**src/sv/vpcr_pkg.sv**
```systemverilog
// Package for the vector path command resolver.
// Holds opcode and segment kind codes and the result and queue entry types.
// No dependencies.
`default_nettype none

package vpcr_pkg;

    localparam logic [3:0] OP_MOVE   = 4'd0;
    localparam logic [3:0] OP_LINE   = 4'd1;
    localparam logic [3:0] OP_HORIZ  = 4'd2;
    localparam logic [3:0] OP_VERT   = 4'd3;
    localparam logic [3:0] OP_CUBIC  = 4'd4;
    localparam logic [3:0] OP_SCUBIC = 4'd5;
    localparam logic [3:0] OP_QUAD   = 4'd6;
    localparam logic [3:0] OP_SQUAD  = 4'd7;
    localparam logic [3:0] OP_CONIC  = 4'd8;
    localparam logic [3:0] OP_ARC    = 4'd9;
    localparam logic [3:0] OP_CLOSE  = 4'd10;
    localparam logic [3:0] OP_NONE   = 4'd15;

    localparam logic [2:0] KIND_MOVE  = 3'd0;
    localparam logic [2:0] KIND_LINE  = 3'd1;
    localparam logic [2:0] KIND_QUAD  = 3'd2;
    localparam logic [2:0] KIND_CUBIC = 3'd3;
    localparam logic [2:0] KIND_CONIC = 3'd4;
    localparam logic [2:0] KIND_ARC   = 3'd5;
    localparam logic [2:0] KIND_CLOSE = 3'd6;
    localparam logic [2:0] KIND_ERROR = 3'd7;

    localparam logic signed [31:0] ONE_Q16 = 32'sh0001_0000;

    localparam int QDEPTH = 2;

    typedef struct packed {
        logic [2:0]         kind;
        logic signed [31:0] p0x;
        logic signed [31:0] p0y;
        logic signed [31:0] p1x;
        logic signed [31:0] p1y;
        logic signed [31:0] p2x;
        logic signed [31:0] p2y;
        logic signed [31:0] p3x;
        logic signed [31:0] p3y;
        logic signed [31:0] out_scalar;
        logic [1:0]         arc_flags;
        logic               last;
    } t_seg;

    typedef struct packed {
        t_seg               seg;
        logic               has_move;
        logic signed [31:0] move_x;
        logic signed [31:0] move_y;
    } t_entry;

endpackage

`default_nettype wire

```
**src/sv/vpcr_cmd_if.sv**
```systemverilog
// Command channel of the vector path command resolver.
// Carries valid, ready and one tokenized path command. No dependencies.
`default_nettype none

interface vpcr_cmd_if;
    logic               valid;
    logic               ready;
    logic [3:0]         opcode;
    logic               relative;
    logic               repeat_req;
    logic signed [31:0] ax;
    logic signed [31:0] ay;
    logic signed [31:0] bx;
    logic signed [31:0] by;
    logic signed [31:0] cx;
    logic signed [31:0] cy;
    logic signed [31:0] scalar;
    logic               major_arc;
    logic               sweep;

    modport source (
        output valid, opcode, relative, repeat_req, ax, ay, bx, by, cx, cy,
               scalar, major_arc, sweep,
        input  ready
    );

    modport sink (
        input  valid, opcode, relative, repeat_req, ax, ay, bx, by, cx, cy,
               scalar, major_arc, sweep,
        output ready
    );
endinterface

`default_nettype wire

```
**src/sv/vpcr_seg_if.sv**
```systemverilog
// Segment channel of the vector path command resolver.
// Carries valid, ready and one absolute segment primitive. No dependencies.
`default_nettype none

interface vpcr_seg_if;
    logic               valid;
    logic               ready;
    logic [2:0]         kind;
    logic signed [31:0] p0x;
    logic signed [31:0] p0y;
    logic signed [31:0] p1x;
    logic signed [31:0] p1y;
    logic signed [31:0] p2x;
    logic signed [31:0] p2y;
    logic signed [31:0] p3x;
    logic signed [31:0] p3y;
    logic signed [31:0] out_scalar;
    logic [1:0]         arc_flags;
    logic               last;

    modport source (
        output valid, kind, p0x, p0y, p1x, p1y, p2x, p2y, p3x, p3y,
               out_scalar, arc_flags, last,
        input  ready
    );

    modport sink (
        input  valid, kind, p0x, p0y, p1x, p1y, p2x, p2y, p3x, p3y,
               out_scalar, arc_flags, last,
        output ready
    );
endinterface

`default_nettype wire

```
**src/sv/vector_path_command_resolver.sv**
```systemverilog
// Each command transfer writes its result into a register of the result queue.
// Throughput: one command per cycle while the queue is not full; a segment after
// a close adds an implicit move beat ahead of that command's segment.
// A two-entry result queue decouples the sides; ready falls only when it is full.
// Reset (synchronous, active low) clears the current point, subpath start,
// last control point, error flag and queue; the previous command becomes none.
`default_nettype none

module vector_path_command_resolver #(
    parameter int COORD_WIDTH = 32
) (
    input  wire         i_clk,
    input  wire         i_rst_n,
    vpcr_cmd_if.sink    i_cmd,
    vpcr_seg_if.source  o_seg
);

    localparam int W      = COORD_WIDTH;
    localparam int EW     = (W > 32) ? W : 32;
    localparam int QIDX_W = $clog2(vpcr_pkg::QDEPTH);
    localparam int QCNT_W = $clog2(vpcr_pkg::QDEPTH + 1);

    localparam logic signed [W-1:0] CMAX = {1'b0, {(W-1){1'b1}}};
    localparam logic signed [W-1:0] CMIN = {1'b1, {(W-1){1'b0}}};

    function automatic logic signed [W-1:0] f_clamp(input logic signed [31:0] v);
        logic signed [EW-1:0] e;
        e = EW'(v);
        if (e > EW'(CMAX)) return CMAX;
        if (e < EW'(CMIN)) return CMIN;
        return W'(e);
    endfunction

    function automatic logic signed [W-1:0] f_sadd(input logic signed [W-1:0] a,
                                                   input logic signed [W-1:0] b);
        logic signed [W:0] s;
        s = (W+1)'(a) + (W+1)'(b);
        if (s[W] != s[W-1]) return s[W] ? CMIN : CMAX;
        return s[W-1:0];
    endfunction

    function automatic logic signed [W-1:0] f_ssub(input logic signed [W-1:0] a,
                                                   input logic signed [W-1:0] b);
        logic signed [W:0] s;
        s = (W+1)'(a) - (W+1)'(b);
        if (s[W] != s[W-1]) return s[W] ? CMIN : CMAX;
        return s[W-1:0];
    endfunction

    function automatic logic signed [W-1:0] f_sabs(input logic signed [W-1:0] v);
        if (!v[W-1]) return v;
        if (v == CMIN) return CMAX;
        return -v;
    endfunction

    function automatic logic signed [31:0] f_out(input logic signed [W-1:0] v);
        logic signed [EW-1:0] e;
        e = EW'(v);
        return e[31:0];
    endfunction

    logic signed [W-1:0] r_cur_x, r_cur_y, r_start_x, r_start_y, r_ctrl_x, r_ctrl_y;
    logic signed [W-1:0] n_cur_x, n_cur_y, n_start_x, n_start_y, n_ctrl_x, n_ctrl_y;
    logic [3:0]          r_prev, n_prev;
    logic                r_failed, n_failed;

    vpcr_pkg::t_entry    r_q [vpcr_pkg::QDEPTH];
    logic [QIDX_W-1:0]   r_wp, r_rp;
    logic [QCNT_W-1:0]   r_cnt;
    logic                r_phase;

    vpcr_pkg::t_entry    w_ent;
    vpcr_pkg::t_entry    w_head;
    vpcr_pkg::t_seg      w_beat;
    logic                w_push, w_pop, w_move_beat, w_err;

    logic signed [W-1:0] w_ax, w_ay, w_bx, w_by, w_cx, w_cy;
    logic signed [W-1:0] w_rx, w_ry, w_refl_x, w_refl_y, w_ex, w_ey;
    logic signed [W-1:0] w_c1x, w_c1y;

    assign i_cmd.ready = (r_cnt != QCNT_W'(vpcr_pkg::QDEPTH));
    assign w_push      = i_cmd.valid && i_cmd.ready;

    assign w_err = r_failed || (i_cmd.opcode > vpcr_pkg::OP_CLOSE)
                || ((r_prev == vpcr_pkg::OP_NONE)
                    && ((i_cmd.opcode != vpcr_pkg::OP_MOVE) || i_cmd.repeat_req))
                || ((i_cmd.opcode == vpcr_pkg::OP_CLOSE) && i_cmd.repeat_req)
                || ((i_cmd.opcode == vpcr_pkg::OP_CONIC) && (i_cmd.scalar <= 32'sd0));

    always_comb begin
        w_ax = f_clamp(i_cmd.ax);
        w_ay = f_clamp(i_cmd.ay);
        w_bx = f_clamp(i_cmd.bx);
        w_by = f_clamp(i_cmd.by);
        w_cx = f_clamp(i_cmd.cx);
        w_cy = f_clamp(i_cmd.cy);
        if (i_cmd.relative) begin
            w_ax = f_sadd(r_cur_x, w_ax);
            w_ay = f_sadd(r_cur_y, w_ay);
            w_bx = f_sadd(r_cur_x, w_bx);
            w_by = f_sadd(r_cur_y, w_by);
            w_cx = f_sadd(r_cur_x, w_cx);
            w_cy = f_sadd(r_cur_y, w_cy);
        end
        w_rx     = f_sabs(f_clamp(i_cmd.ax));
        w_ry     = f_sabs(f_clamp(i_cmd.ay));
        w_refl_x = f_sadd(r_cur_x, f_ssub(r_cur_x, r_ctrl_x));
        w_refl_y = f_sadd(r_cur_y, f_ssub(r_cur_y, r_ctrl_y));
        w_ex     = (i_cmd.opcode == vpcr_pkg::OP_VERT)  ? r_cur_x : w_cx;
        w_ey     = (i_cmd.opcode == vpcr_pkg::OP_HORIZ) ? r_cur_y : w_cy;
    end

    always_comb begin
        n_cur_x   = r_cur_x;
        n_cur_y   = r_cur_y;
        n_start_x = r_start_x;
        n_start_y = r_start_y;
        n_ctrl_x  = r_ctrl_x;
        n_ctrl_y  = r_ctrl_y;
        n_prev    = r_prev;
        n_failed  = r_failed;
        w_c1x     = r_cur_x;
        w_c1y     = r_cur_y;
        w_ent                = '0;
        w_ent.seg.out_scalar = vpcr_pkg::ONE_Q16;
        w_ent.seg.last       = 1'b1;
        if (w_err) begin
            w_ent.seg.kind       = vpcr_pkg::KIND_ERROR;
            w_ent.seg.out_scalar = '0;
            n_failed             = 1'b1;
        end else begin
            unique case (i_cmd.opcode)
                vpcr_pkg::OP_CLOSE: begin
                    w_ent.seg.kind = vpcr_pkg::KIND_CLOSE;
                    w_ent.seg.p0x  = f_out(r_cur_x);
                    w_ent.seg.p0y  = f_out(r_cur_y);
                    w_ent.seg.p1x  = f_out(r_start_x);
                    w_ent.seg.p1y  = f_out(r_start_y);
                    n_cur_x        = r_start_x;
                    n_cur_y        = r_start_y;
                    n_prev         = vpcr_pkg::OP_CLOSE;
                end
                vpcr_pkg::OP_MOVE: begin
                    if (i_cmd.repeat_req) begin
                        w_ent.seg.kind = vpcr_pkg::KIND_LINE;
                        w_ent.seg.p0x  = f_out(r_cur_x);
                        w_ent.seg.p0y  = f_out(r_cur_y);
                        w_ent.seg.p1x  = f_out(w_cx);
                        w_ent.seg.p1y  = f_out(w_cy);
                    end else begin
                        w_ent.seg.kind = vpcr_pkg::KIND_MOVE;
                        w_ent.seg.p0x  = f_out(w_cx);
                        w_ent.seg.p0y  = f_out(w_cy);
                        n_start_x      = w_cx;
                        n_start_y      = w_cy;
                    end
                    n_cur_x = w_cx;
                    n_cur_y = w_cy;
                    n_prev  = vpcr_pkg::OP_MOVE;
                end
                default: begin
                    if (r_prev == vpcr_pkg::OP_CLOSE) begin
                        w_ent.has_move = 1'b1;
                        w_ent.move_x   = f_out(r_cur_x);
                        w_ent.move_y   = f_out(r_cur_y);
                        n_start_x      = r_cur_x;
                        n_start_y      = r_cur_y;
                    end
                    w_ent.seg.p0x = f_out(r_cur_x);
                    w_ent.seg.p0y = f_out(r_cur_y);
                    n_cur_x       = w_cx;
                    n_cur_y       = w_cy;
                    n_prev        = i_cmd.opcode;
                    case (i_cmd.opcode) inside
                        vpcr_pkg::OP_LINE, vpcr_pkg::OP_HORIZ, vpcr_pkg::OP_VERT: begin
                            w_ent.seg.kind = vpcr_pkg::KIND_LINE;
                            w_ent.seg.p1x  = f_out(w_ex);
                            w_ent.seg.p1y  = f_out(w_ey);
                            n_cur_x        = w_ex;
                            n_cur_y        = w_ey;
                        end
                        vpcr_pkg::OP_CUBIC, vpcr_pkg::OP_SCUBIC: begin
                            if (i_cmd.opcode == vpcr_pkg::OP_CUBIC) begin
                                w_c1x = w_ax;
                                w_c1y = w_ay;
                            end else if ((r_prev == vpcr_pkg::OP_CUBIC)
                                      || (r_prev == vpcr_pkg::OP_SCUBIC)) begin
                                w_c1x = w_refl_x;
                                w_c1y = w_refl_y;
                            end
                            w_ent.seg.kind = vpcr_pkg::KIND_CUBIC;
                            w_ent.seg.p1x  = f_out(w_c1x);
                            w_ent.seg.p1y  = f_out(w_c1y);
                            w_ent.seg.p2x  = f_out(w_bx);
                            w_ent.seg.p2y  = f_out(w_by);
                            w_ent.seg.p3x  = f_out(w_cx);
                            w_ent.seg.p3y  = f_out(w_cy);
                            n_ctrl_x       = w_bx;
                            n_ctrl_y       = w_by;
                        end
                        vpcr_pkg::OP_QUAD, vpcr_pkg::OP_SQUAD: begin
                            if (i_cmd.opcode == vpcr_pkg::OP_QUAD) begin
                                w_c1x = w_ax;
                                w_c1y = w_ay;
                            end else if ((r_prev == vpcr_pkg::OP_QUAD)
                                      || (r_prev == vpcr_pkg::OP_SQUAD)) begin
                                w_c1x = w_refl_x;
                                w_c1y = w_refl_y;
                            end
                            w_ent.seg.kind = vpcr_pkg::KIND_QUAD;
                            w_ent.seg.p1x  = f_out(w_c1x);
                            w_ent.seg.p1y  = f_out(w_c1y);
                            w_ent.seg.p2x  = f_out(w_cx);
                            w_ent.seg.p2y  = f_out(w_cy);
                            n_ctrl_x       = w_c1x;
                            n_ctrl_y       = w_c1y;
                        end
                        vpcr_pkg::OP_CONIC: begin
                            w_ent.seg.kind       = vpcr_pkg::KIND_CONIC;
                            w_ent.seg.p1x        = f_out(w_ax);
                            w_ent.seg.p1y        = f_out(w_ay);
                            w_ent.seg.p2x        = f_out(w_cx);
                            w_ent.seg.p2y        = f_out(w_cy);
                            w_ent.seg.out_scalar = i_cmd.scalar;
                        end
                        default: begin
                            if ((w_rx == '0) || (w_ry == '0)) begin
                                w_ent.seg.kind = vpcr_pkg::KIND_LINE;
                                w_ent.seg.p1x  = f_out(w_cx);
                                w_ent.seg.p1y  = f_out(w_cy);
                            end else begin
                                w_ent.seg.kind       = vpcr_pkg::KIND_ARC;
                                w_ent.seg.p1x        = f_out(w_rx);
                                w_ent.seg.p1y        = f_out(w_ry);
                                w_ent.seg.p3x        = f_out(w_cx);
                                w_ent.seg.p3y        = f_out(w_cy);
                                w_ent.seg.out_scalar = i_cmd.scalar;
                                w_ent.seg.arc_flags  = {i_cmd.major_arc, i_cmd.sweep};
                            end
                        end
                    endcase
                end
            endcase
        end
    end

    always_comb begin
        w_head      = r_q[r_rp];
        w_move_beat = w_head.has_move && !r_phase;
        w_beat      = w_head.seg;
        if (w_move_beat) begin
            w_beat            = '0;
            w_beat.kind       = vpcr_pkg::KIND_MOVE;
            w_beat.p0x        = w_head.move_x;
            w_beat.p0y        = w_head.move_y;
            w_beat.out_scalar = vpcr_pkg::ONE_Q16;
        end
    end

    assign w_pop = o_seg.valid && o_seg.ready && !w_move_beat;

    assign o_seg.valid      = (r_cnt != '0);
    assign o_seg.kind       = w_beat.kind;
    assign o_seg.p0x        = w_beat.p0x;
    assign o_seg.p0y        = w_beat.p0y;
    assign o_seg.p1x        = w_beat.p1x;
    assign o_seg.p1y        = w_beat.p1y;
    assign o_seg.p2x        = w_beat.p2x;
    assign o_seg.p2y        = w_beat.p2y;
    assign o_seg.p3x        = w_beat.p3x;
    assign o_seg.p3y        = w_beat.p3y;
    assign o_seg.out_scalar = w_beat.out_scalar;
    assign o_seg.arc_flags  = w_beat.arc_flags;
    assign o_seg.last       = w_beat.last;

    always_ff @(posedge i_clk) begin
        if (w_push) begin
            r_q[r_wp] <= w_ent;
        end
    end

    always_ff @(posedge i_clk) begin
        if (!i_rst_n) begin
            r_cur_x   <= '0;
            r_cur_y   <= '0;
            r_start_x <= '0;
            r_start_y <= '0;
            r_ctrl_x  <= '0;
            r_ctrl_y  <= '0;
            r_prev    <= vpcr_pkg::OP_NONE;
            r_failed  <= 1'b0;
            r_wp      <= '0;
            r_rp      <= '0;
            r_cnt     <= '0;
            r_phase   <= 1'b0;
        end else begin
            if (w_push) begin
                r_cur_x   <= n_cur_x;
                r_cur_y   <= n_cur_y;
                r_start_x <= n_start_x;
                r_start_y <= n_start_y;
                r_ctrl_x  <= n_ctrl_x;
                r_ctrl_y  <= n_ctrl_y;
                r_prev    <= n_prev;
                r_failed  <= n_failed;
                r_wp      <= r_wp + QIDX_W'(1);
            end
            if (w_pop) begin
                r_rp    <= r_rp + QIDX_W'(1);
                r_phase <= 1'b0;
            end else if (o_seg.valid && o_seg.ready) begin
                r_phase <= 1'b1;
            end
            r_cnt <= r_cnt + QCNT_W'(w_push) - QCNT_W'(w_pop);
        end
    end

endmodule

`default_nettype wire

```
**src/flat_wrapper.sv**
```systemverilog
// flat-port wrapper written by rule: the top's interface ports become plain ports
module vector_path_command_resolver_flat 
#(
    parameter int COORD_WIDTH = 32
)
  (i_clk, i_rst_n, i_cmd_valid, i_cmd_opcode, i_cmd_relative, i_cmd_repeat_req, i_cmd_ax, i_cmd_ay, i_cmd_bx, i_cmd_by, i_cmd_cx, i_cmd_cy, i_cmd_scalar, i_cmd_major_arc, i_cmd_sweep, i_cmd_ready, o_seg_valid, o_seg_kind, o_seg_p0x, o_seg_p0y, o_seg_p1x, o_seg_p1y, o_seg_p2x, o_seg_p2y, o_seg_p3x, o_seg_p3y, o_seg_out_scalar, o_seg_arc_flags, o_seg_last, o_seg_ready);
  vpcr_cmd_if i_cmd_i ();
  vpcr_seg_if o_seg_i ();
  input  wire i_clk;
  input  wire i_rst_n;
  input wire logic [$bits(i_cmd_i.valid)-1:0] i_cmd_valid;
  input wire logic [$bits(i_cmd_i.opcode)-1:0] i_cmd_opcode;
  input wire logic [$bits(i_cmd_i.relative)-1:0] i_cmd_relative;
  input wire logic [$bits(i_cmd_i.repeat_req)-1:0] i_cmd_repeat_req;
  input wire logic [$bits(i_cmd_i.ax)-1:0] i_cmd_ax;
  input wire logic [$bits(i_cmd_i.ay)-1:0] i_cmd_ay;
  input wire logic [$bits(i_cmd_i.bx)-1:0] i_cmd_bx;
  input wire logic [$bits(i_cmd_i.by)-1:0] i_cmd_by;
  input wire logic [$bits(i_cmd_i.cx)-1:0] i_cmd_cx;
  input wire logic [$bits(i_cmd_i.cy)-1:0] i_cmd_cy;
  input wire logic [$bits(i_cmd_i.scalar)-1:0] i_cmd_scalar;
  input wire logic [$bits(i_cmd_i.major_arc)-1:0] i_cmd_major_arc;
  input wire logic [$bits(i_cmd_i.sweep)-1:0] i_cmd_sweep;
  output wire logic [$bits(i_cmd_i.ready)-1:0] i_cmd_ready;
  output wire logic [$bits(o_seg_i.valid)-1:0] o_seg_valid;
  output wire logic [$bits(o_seg_i.kind)-1:0] o_seg_kind;
  output wire logic [$bits(o_seg_i.p0x)-1:0] o_seg_p0x;
  output wire logic [$bits(o_seg_i.p0y)-1:0] o_seg_p0y;
  output wire logic [$bits(o_seg_i.p1x)-1:0] o_seg_p1x;
  output wire logic [$bits(o_seg_i.p1y)-1:0] o_seg_p1y;
  output wire logic [$bits(o_seg_i.p2x)-1:0] o_seg_p2x;
  output wire logic [$bits(o_seg_i.p2y)-1:0] o_seg_p2y;
  output wire logic [$bits(o_seg_i.p3x)-1:0] o_seg_p3x;
  output wire logic [$bits(o_seg_i.p3y)-1:0] o_seg_p3y;
  output wire logic [$bits(o_seg_i.out_scalar)-1:0] o_seg_out_scalar;
  output wire logic [$bits(o_seg_i.arc_flags)-1:0] o_seg_arc_flags;
  output wire logic [$bits(o_seg_i.last)-1:0] o_seg_last;
  input wire logic [$bits(o_seg_i.ready)-1:0] o_seg_ready;
  assign i_cmd_i.valid = i_cmd_valid;
  assign i_cmd_i.opcode = i_cmd_opcode;
  assign i_cmd_i.relative = i_cmd_relative;
  assign i_cmd_i.repeat_req = i_cmd_repeat_req;
  assign i_cmd_i.ax = i_cmd_ax;
  assign i_cmd_i.ay = i_cmd_ay;
  assign i_cmd_i.bx = i_cmd_bx;
  assign i_cmd_i.by = i_cmd_by;
  assign i_cmd_i.cx = i_cmd_cx;
  assign i_cmd_i.cy = i_cmd_cy;
  assign i_cmd_i.scalar = i_cmd_scalar;
  assign i_cmd_i.major_arc = i_cmd_major_arc;
  assign i_cmd_i.sweep = i_cmd_sweep;
  assign i_cmd_ready = i_cmd_i.ready;
  assign o_seg_valid = o_seg_i.valid;
  assign o_seg_kind = o_seg_i.kind;
  assign o_seg_p0x = o_seg_i.p0x;
  assign o_seg_p0y = o_seg_i.p0y;
  assign o_seg_p1x = o_seg_i.p1x;
  assign o_seg_p1y = o_seg_i.p1y;
  assign o_seg_p2x = o_seg_i.p2x;
  assign o_seg_p2y = o_seg_i.p2y;
  assign o_seg_p3x = o_seg_i.p3x;
  assign o_seg_p3y = o_seg_i.p3y;
  assign o_seg_out_scalar = o_seg_i.out_scalar;
  assign o_seg_arc_flags = o_seg_i.arc_flags;
  assign o_seg_last = o_seg_i.last;
  assign o_seg_i.ready = o_seg_ready;
  vector_path_command_resolver #(.COORD_WIDTH(COORD_WIDTH)) u_core (.i_clk(i_clk), .i_rst_n(i_rst_n), .i_cmd(i_cmd_i), .o_seg(o_seg_i));
endmodule
```
**config.mk**
```make
export PLATFORM = sky130hd
export DESIGN_NAME = vector_path_command_resolver_flat
export DESIGN_NICKNAME = d
export VERILOG_FILES = /design/src/sv/vpcr_pkg.sv /design/src/sv/vpcr_cmd_if.sv /design/src/sv/vpcr_seg_if.sv /design/src/sv/vector_path_command_resolver.sv /design/src/flat_wrapper.sv
export SDC_FILE = /design/constraint.sdc
export NUM_CORES = 2
export LEC_CHECK = 0
export ABC_AREA = 1
export ABC_CLOCK_PERIOD_IN_PS = 62100
export BUFFER_PORTS_ARGS = -buffer_cell sky130_fd_sc_hd__buf_2
export CORE_MARGIN = 4
export CORE_UTILIZATION = 43
export CTS_BUF_LIST = sky130_fd_sc_hd__clkbuf_16
export CTS_CLUSTER_SIZE = 12
export DETAILED_ROUTE_END_ITERATION = 6
export PLACE_DENSITY = 0.71
export SYNTH_ARGS = -nofsm -noshare
export SYNTH_HDL_FRONTEND = slang
export SYNTH_SLANG_ARGS = --single-unit
```
**constraint.sdc**
```tcl
create_clock -name i_clk -period 62.1 [get_ports i_clk]
set_input_delay 12.42 -clock i_clk [delete_from_list [all_inputs] [get_ports i_clk]]
set_output_delay 12.42 -clock i_clk [all_outputs]
set_load 0.03 [all_outputs]
```
-- Word-level counts from Yosys, hierarchy flattened
Memory sizes are Yosys's and may differ from the RTL's. A register that Yosys moved wholly into a read port is not among the register bits.
Cells that the tools add are included.
- bits in registers: 202
- input port bits: 236
- word-level logic and storage cells: 284
- output and inout bits: 296
- memories: 1
- bits in writable memories: 716
- add/sub/neg operators: 16
- muxes and demuxes: 174
- bitwise operators: 5
- reduce and logical (&&, ||, !) cells: 33
- equality and inequality tests: 29
- order comparisons: 14
- memories (memory ; depth ; bits a word ; rd ports ; clocked after memory_dff ; wr ports ; line ; RTL):
    u_core.r_q ; 2 ; 358 ; 1 ; 1 ; 1 ; vector_path_command_resolver.sv:67 ; vpcr_pkg::t_entry r_q [vpcr_pkg::QDEPTH];
- operator list (cell ; count):
    32-bit 2-to-1 mux ; 93
    64-bit 2-to-1 mux ; 14
    294-bit 2-to-1 mux ; 1
    32-bit by 32-bit adder with 33-bit output ; 8
    131-bit case mux with 2 select lines ; 1
    65-bit 2-to-1 mux ; 4
    256-bit 2-to-1 mux ; 1
    32-bit case mux with 2 select lines ; 4
    32-bit greater-than comparator (second input constant) ; 6
    32-bit less-than comparator (second input constant) ; 6
    162-bit 2-to-1 mux ; 1
    98-bit 2-to-1 mux ; 1
    32-bit by 32-bit subtractor with 33-bit output ; 2
    32-bit equality test (second input constant) ; 2
    32-bit zero test ; 2
    32-bit negation ; 2
    1-bit 2-to-1 mux ; 42
    4-bit by 3-bit equality test with 1-bit output (second input constant) ; 8
    32-bit by 1-bit <= comparator with 1-bit output (second input constant) ; 1
    3-bit 2-to-1 mux ; 6
    4-bit equality test (second input constant) ; 4
    2-bit 2-to-1 mux ; 5
    1-bit != test ; 10
    5-bit AND reduction ; 2
    18 further kinds ; 45

-- Logic depth before layout (Yosys ltp)
- depth after elaboration: 19
- gate-level depth with buffers: 49
- mapped depth without buffers: 48

-- Worst setup path before layout
OpenSTA, ideal clock, no wires.
- kind: input-to-reg
- start point: in i_cmd_valid
- end point: mem u_core.r_q[1][0] in the netlist's numbering, enable pin
- cell stages on the path: 2
- arrival: 27423 ps
- setup slack: 33588 ps
- path buffers: 0
- library setup time: 1089 ps
- required time: 61011 ps
- cells stage by stage: nand2_1 > nor2_1
- word-level cells in the longest chain between the ends: 3
- RTL lines (item ; line ; RTL):
    start: declaration ; flat_wrapper.sv:11 ; input wire logic [$bits(i_cmd_i.valid)-1:0] i_cmd_valid;
    1-bit logical AND ; vector_path_command_resolver.sv:82 ; assign w_push = i_cmd.valid && i_cmd.ready;
    1-bit 2-to-1 mux ; vector_path_command_resolver.sv:277 ; if (w_push) begin
    1-bit 2-to-1 mux (not written as such) ; vector_path_command_resolver.sv:278 ; r_q[r_wp] <= w_ent;
    end: declaration ; vector_path_command_resolver.sv:67 ;
No other way between the ends.

-- Final worst setup path
- start point: in i_cmd_opcode[1]
- end point: reg u_core.r_start_x[3]
- word-level cells in the longest chain between the ends: 8
- elaborated cells between the ends (all ways): 19
- classes of those cells: order compare: 1; eq/ne: 3; mux: 1; bitwise: 2; reduce/logical: 12
- RTL lines (item ; line ; RTL):
    start: declaration ; flat_wrapper.sv:12 ; input wire logic [$bits(i_cmd_i.opcode)-1:0] i_cmd_opcode;
    parallel branches: the longest is 8 deep, another holds 4-bit greater-than comparator ; n/a ;
    end signal: assignment ; vector_path_command_resolver.sv:300 ; r_start_x <= n_start_x;
    end: declaration ; vector_path_command_resolver.sv:62 ; logic signed [W-1:0] r_cur_x, r_cur_y, r_start_x, r_start_y, r_ctrl_x, r_ctrl_y;
Several ways; the timed one is not identified.
A chain may end at the register's enable or synchronous reset.

==> flow_metrics.tcl <==
set metrics [dict create \
    status "finished with violations" \
    violations "design-rule violations, max-capacitance violations, max-slew violations" \
    yosys.area_share.simple_pct 28.3 \
    syn-cell-area_um2 74400 \
    worstReg2RegStart "u_core.r_cur_y[0]$_SDFFE_PN0P_" \
    reg2reg_to "u_core.r_q[0][241]$_DFFE_PP_" \
    postCtsSetupBuffers 0 \
    die_w_um 424 \
    grt-ovfl-total 0 \
    worstMarginPinSlew_ns 1.65 \
    critPathKind "primary input to flop" \
    final_util_pct 47.7 \
    crit_path_end_kind "flop" \
    syn-num-nets 11700 \
    drc_errors 52 \
    port_buffers 531 \
    die_h_um 424 \
    firstDrtPassIters 7 \
    muxShareOfSynthArea_pct 0.861 \
    cts-root-buf "clkbuf_16" \
    p_leak_nw 38.8 \
    reg2reg_depth 46 \
    vdd_drop_max_v 0.0000775 \
    clk_pin_slew_worst_paths_ns 0.06 \
    syn2layout_area_growth_pct 10.2 \
    route.vias.total 83200 \
    synth.top_cell.area_share_pct 28.9 \
    min_period_ns 19.35 \
    dp.final_hpwl_mm 288 \
    max_slew_margin_pct -10.3 \
    clock_path_buffers 3 \
    postSynthAreaPerCell_um2 6.70 \
    placed_cells 13400 \
    fill_cells 17600 \
    drt-vias-per-instance 6.10 \
    grt_use_total_pct 40.9 \
    synth_xor_area_share_pct 1.45 \
    power.total_w 0.00440 \
    clock_sinks 919 \
    cap_violations 1 \
    synth-seq-cells 919 \
    hp-start "u_core.r_rp$_SDFFE_PN0P_" \
    async_flop_share_pct 0 \
    arrival_ns 20.02 \
    finalSetupViolations 0 \
    grt_pass1_wl_mm 538 \
    timing.fmax_ghz 0.0517 \
    cp.required_ns 62.77 \
    synthAdderAreaFrac_pct 5.98 \
    power.density_nw_per_um2 53.7 \
    core_um2 172000 \
    synth-warning-count 0 \
    whs_ns 0.449 \
    cp_max_fo 80 \
    start_kind "primary input" \
    synth-compound-area-share_pct 18.7 \
    hold_violations 0 \
    finalClockSkew_ns 0.0603 \
    slew_viol_final 6 \
    start_util_pct 43.3 \
    yosysSeqAreaShare_pct 34.3 \
    cts_made_buffers 102 \
    rsz0062_at_grt "false" \
    ff2ff_setup_slack_ns 51.37 \
    tns_ns 0 \
    clock_latency_ns 0.79 \
    htree_levels 3 \
    synth_edf_count 716 \
    grt_pass1_vias 74800 \
    drive_above_1_share_pct 9.40 \
    hold_path_depth 1 \
    gp_congestion 1.11 \
    postSynthCellCount 11100 \
    layout.cells.non_filler 13700 \
    hp-class "flop to flop" \
    grt_max_degree 212 \
    synth_ff_type "edfxtp_1" \
    synth_area_leaders "edfxtp_1, nand2_1, a21oi_1, inv_1, o21ai_0" \
    antenna_found_initial 42 \
    cts_tree "built" \
    row_count 152 \
    fin_nets 11800 \
    ys_types 58 \
    period_share_pct 31.2 \
    ios 532 \
    yosysTopAreaCell "edfxtp_1" \
    drtAntennaViolNets 0 \
    synth_top_family_by_area "simple AND/OR/NAND/NOR gates" \
    wl_per_cell_um 28.3 \
    drt_wl_total_mm 387 \
    drtIter0Drc 13800 \
    die_area_um2 180000 \
    holdBufCountCts 0 \
    cts_resized 0 \
]
-- report_power, final --
part           switching [W]  internal, W
combinational        0.00231     0.000737
sequential         0.0000190     0.000742
clock               0.000274     0.000314
-- synthesized netlist by cell type, types with 40 or more instances --
cell / n
o21a_1: 46
nor3_1: 53
a31oi_1: 53
xnor2_1: 47
buf_2: 43
inv_1: 1286
a21o_1: 40
a21boi_0: 42
xor2_1: 76
nor2_1: 897
edfxtp_1: 716
nand3_1: 688
mux2i_1: 64
or2_2: 106
o211ai_1: 206
ha_1: 340
a21oi_1: 1030
nand2_1: 3218
clkbuf_1: 581
dfxtp_1: 203
nand4_1: 80
o21bai_1: 50
o22ai_1: 49
o21ai_0: 882
buf_1: 64
-- metal layers --
| layer | global-route usage, % | up-vias | share of wire (%) |
|---|---|---|---|
| met2 | 55.1 | 6150 | 38 |
| li1 | - | 37000 | - |
| met5 | 0 | - | 0.040 |
| met1 | 55.8 | 39000 | 40 |
| met3 | 16.5 | 1070 | 16 |
| met4 | 21.4 | 24 | 6.2 |
-- worst max path at each step --
stage,start,to,slack (ns),depth (start not counted)
3_3_place_gp,i_cmd_opcode[1],u_core.r_start_x[26]$_SDFFE_PN0P_,42.66,18
2_1_floorplan,i_cmd_valid,u_core.r_q[1][0]$_DFFE_PP_,33.59,2
5_1_grt,i_cmd_opcode[1],u_core.r_start_x[9]$_SDFFE_PN0P_,42.76,18
4_1_cts,i_cmd_opcode[1],u_core.r_start_x[27]$_SDFFE_PN0P_,43.27,18
6_report,i_cmd_opcode[1],u_core.r_start_x[3]$_SDFFE_PN0P_,42.75,18
3_5_place_dp,i_cmd_opcode[1],u_core.r_start_y[20]$_SDFFE_PN0P_,42.51,18
-- kinds of logic (layout without fill, tap and decap cells) --
family	Yosys count	in the layout
compound gates	2496	2496
xor+xnor	123	123
fa+ha+maj	350	350
buf+inv	2025	2224
flops	919	919
mux	64	64
other cells	0	29
simple gates	5139	5139
-- worst max-delay path, cell delays in order --
cell and delay [ns]:
buf_2 0.10, buf_4 0.24, nor2_2 0.24, inv_2 0.11, nor2_4 0.10, buf_4 0.54
clkinv_2 0.78, nor2_2 0.49, inv_2 0.06, a31oi_1 0.31, nand2_4 0.23, nor2_4 0.12
buf_4 0.82, nand4_2 1.19, inv_2 1.16, buf_4 0.62, o21ai_0 0.16, a21oi_1 0.19
-- layout by cell type (no fill, tap or decap), types with 29 or more instances in the layout --
| master | synthesis | routed |
|---|---|---|
| buf_4 | 7 | 182 |
| mux2i_1 | 64 | 64 |
| o211ai_1 | 206 | 206 |
| xor2_1 | 76 | 76 |
| a31oi_1 | 53 | 53 |
| clkbuf_16 | 0 | 102 |
| a21o_1 | 40 | 40 |
| o21a_1 | 46 | 46 |
| nor3_1 | 53 | 52 |
| nand4_1 | 80 | 80 |
| xnor2_1 | 47 | 47 |
| o21bai_1 | 50 | 50 |
| a21boi_0 | 42 | 39 |
| ha_1 | 340 | 340 |
| buf_2 | 43 | 529 |
| o21ai_0 | 882 | 878 |
| nor2_1 | 897 | 885 |
| nand2_1 | 3218 | 3215 |
| inv_1 | 1286 | 1315 |
| or2_2 | 106 | 106 |
| dfxtp_1 | 203 | 202 |
| o22ai_1 | 49 | 49 |
| diode_2 | 0 | 29 |
| edfxtp_1 | 716 | 716 |
| a21oi_1 | 1030 | 1027 |
| nand3_1 | 688 | 688 |
-- per-stage QoR --
stage               area, um^2  setup WS [ns]
floorplan                74400          33.59
global placement         78700          42.66
detailed placement       78700          42.51
CTS                      81900          43.27
global route             82000          42.76
finish                   82000          42.75
-- flip-flops by register name, summed over array words and instances (netlist names), 2 cells and up, named ones only --
signal and count:
u_core.r_cnt 2, u_core.r_ctrl_x 32, u_core.r_ctrl_y 32, u_core.r_cur_x 31, u_core.r_cur_y 32, u_core.r_prev 4, u_core.r_q 716, u_core.r_start_x 32
u_core.r_start_y 32
-- final cells by class --
type,instances,area [um^2],area share (%)
flip-flops and latches,919,25600,31.2
diodes,29,72.6,0.0885
clock buffers,102,2550,3.11
multi-input cells,8172,41200,50.3
clock inverters,89,648,0.790
inverters,1318,4960,6.05
well taps,2310,2890,3.52
repair buffers,715,4090,4.99
Note: power is estimated with default switching activity, not from simulation.
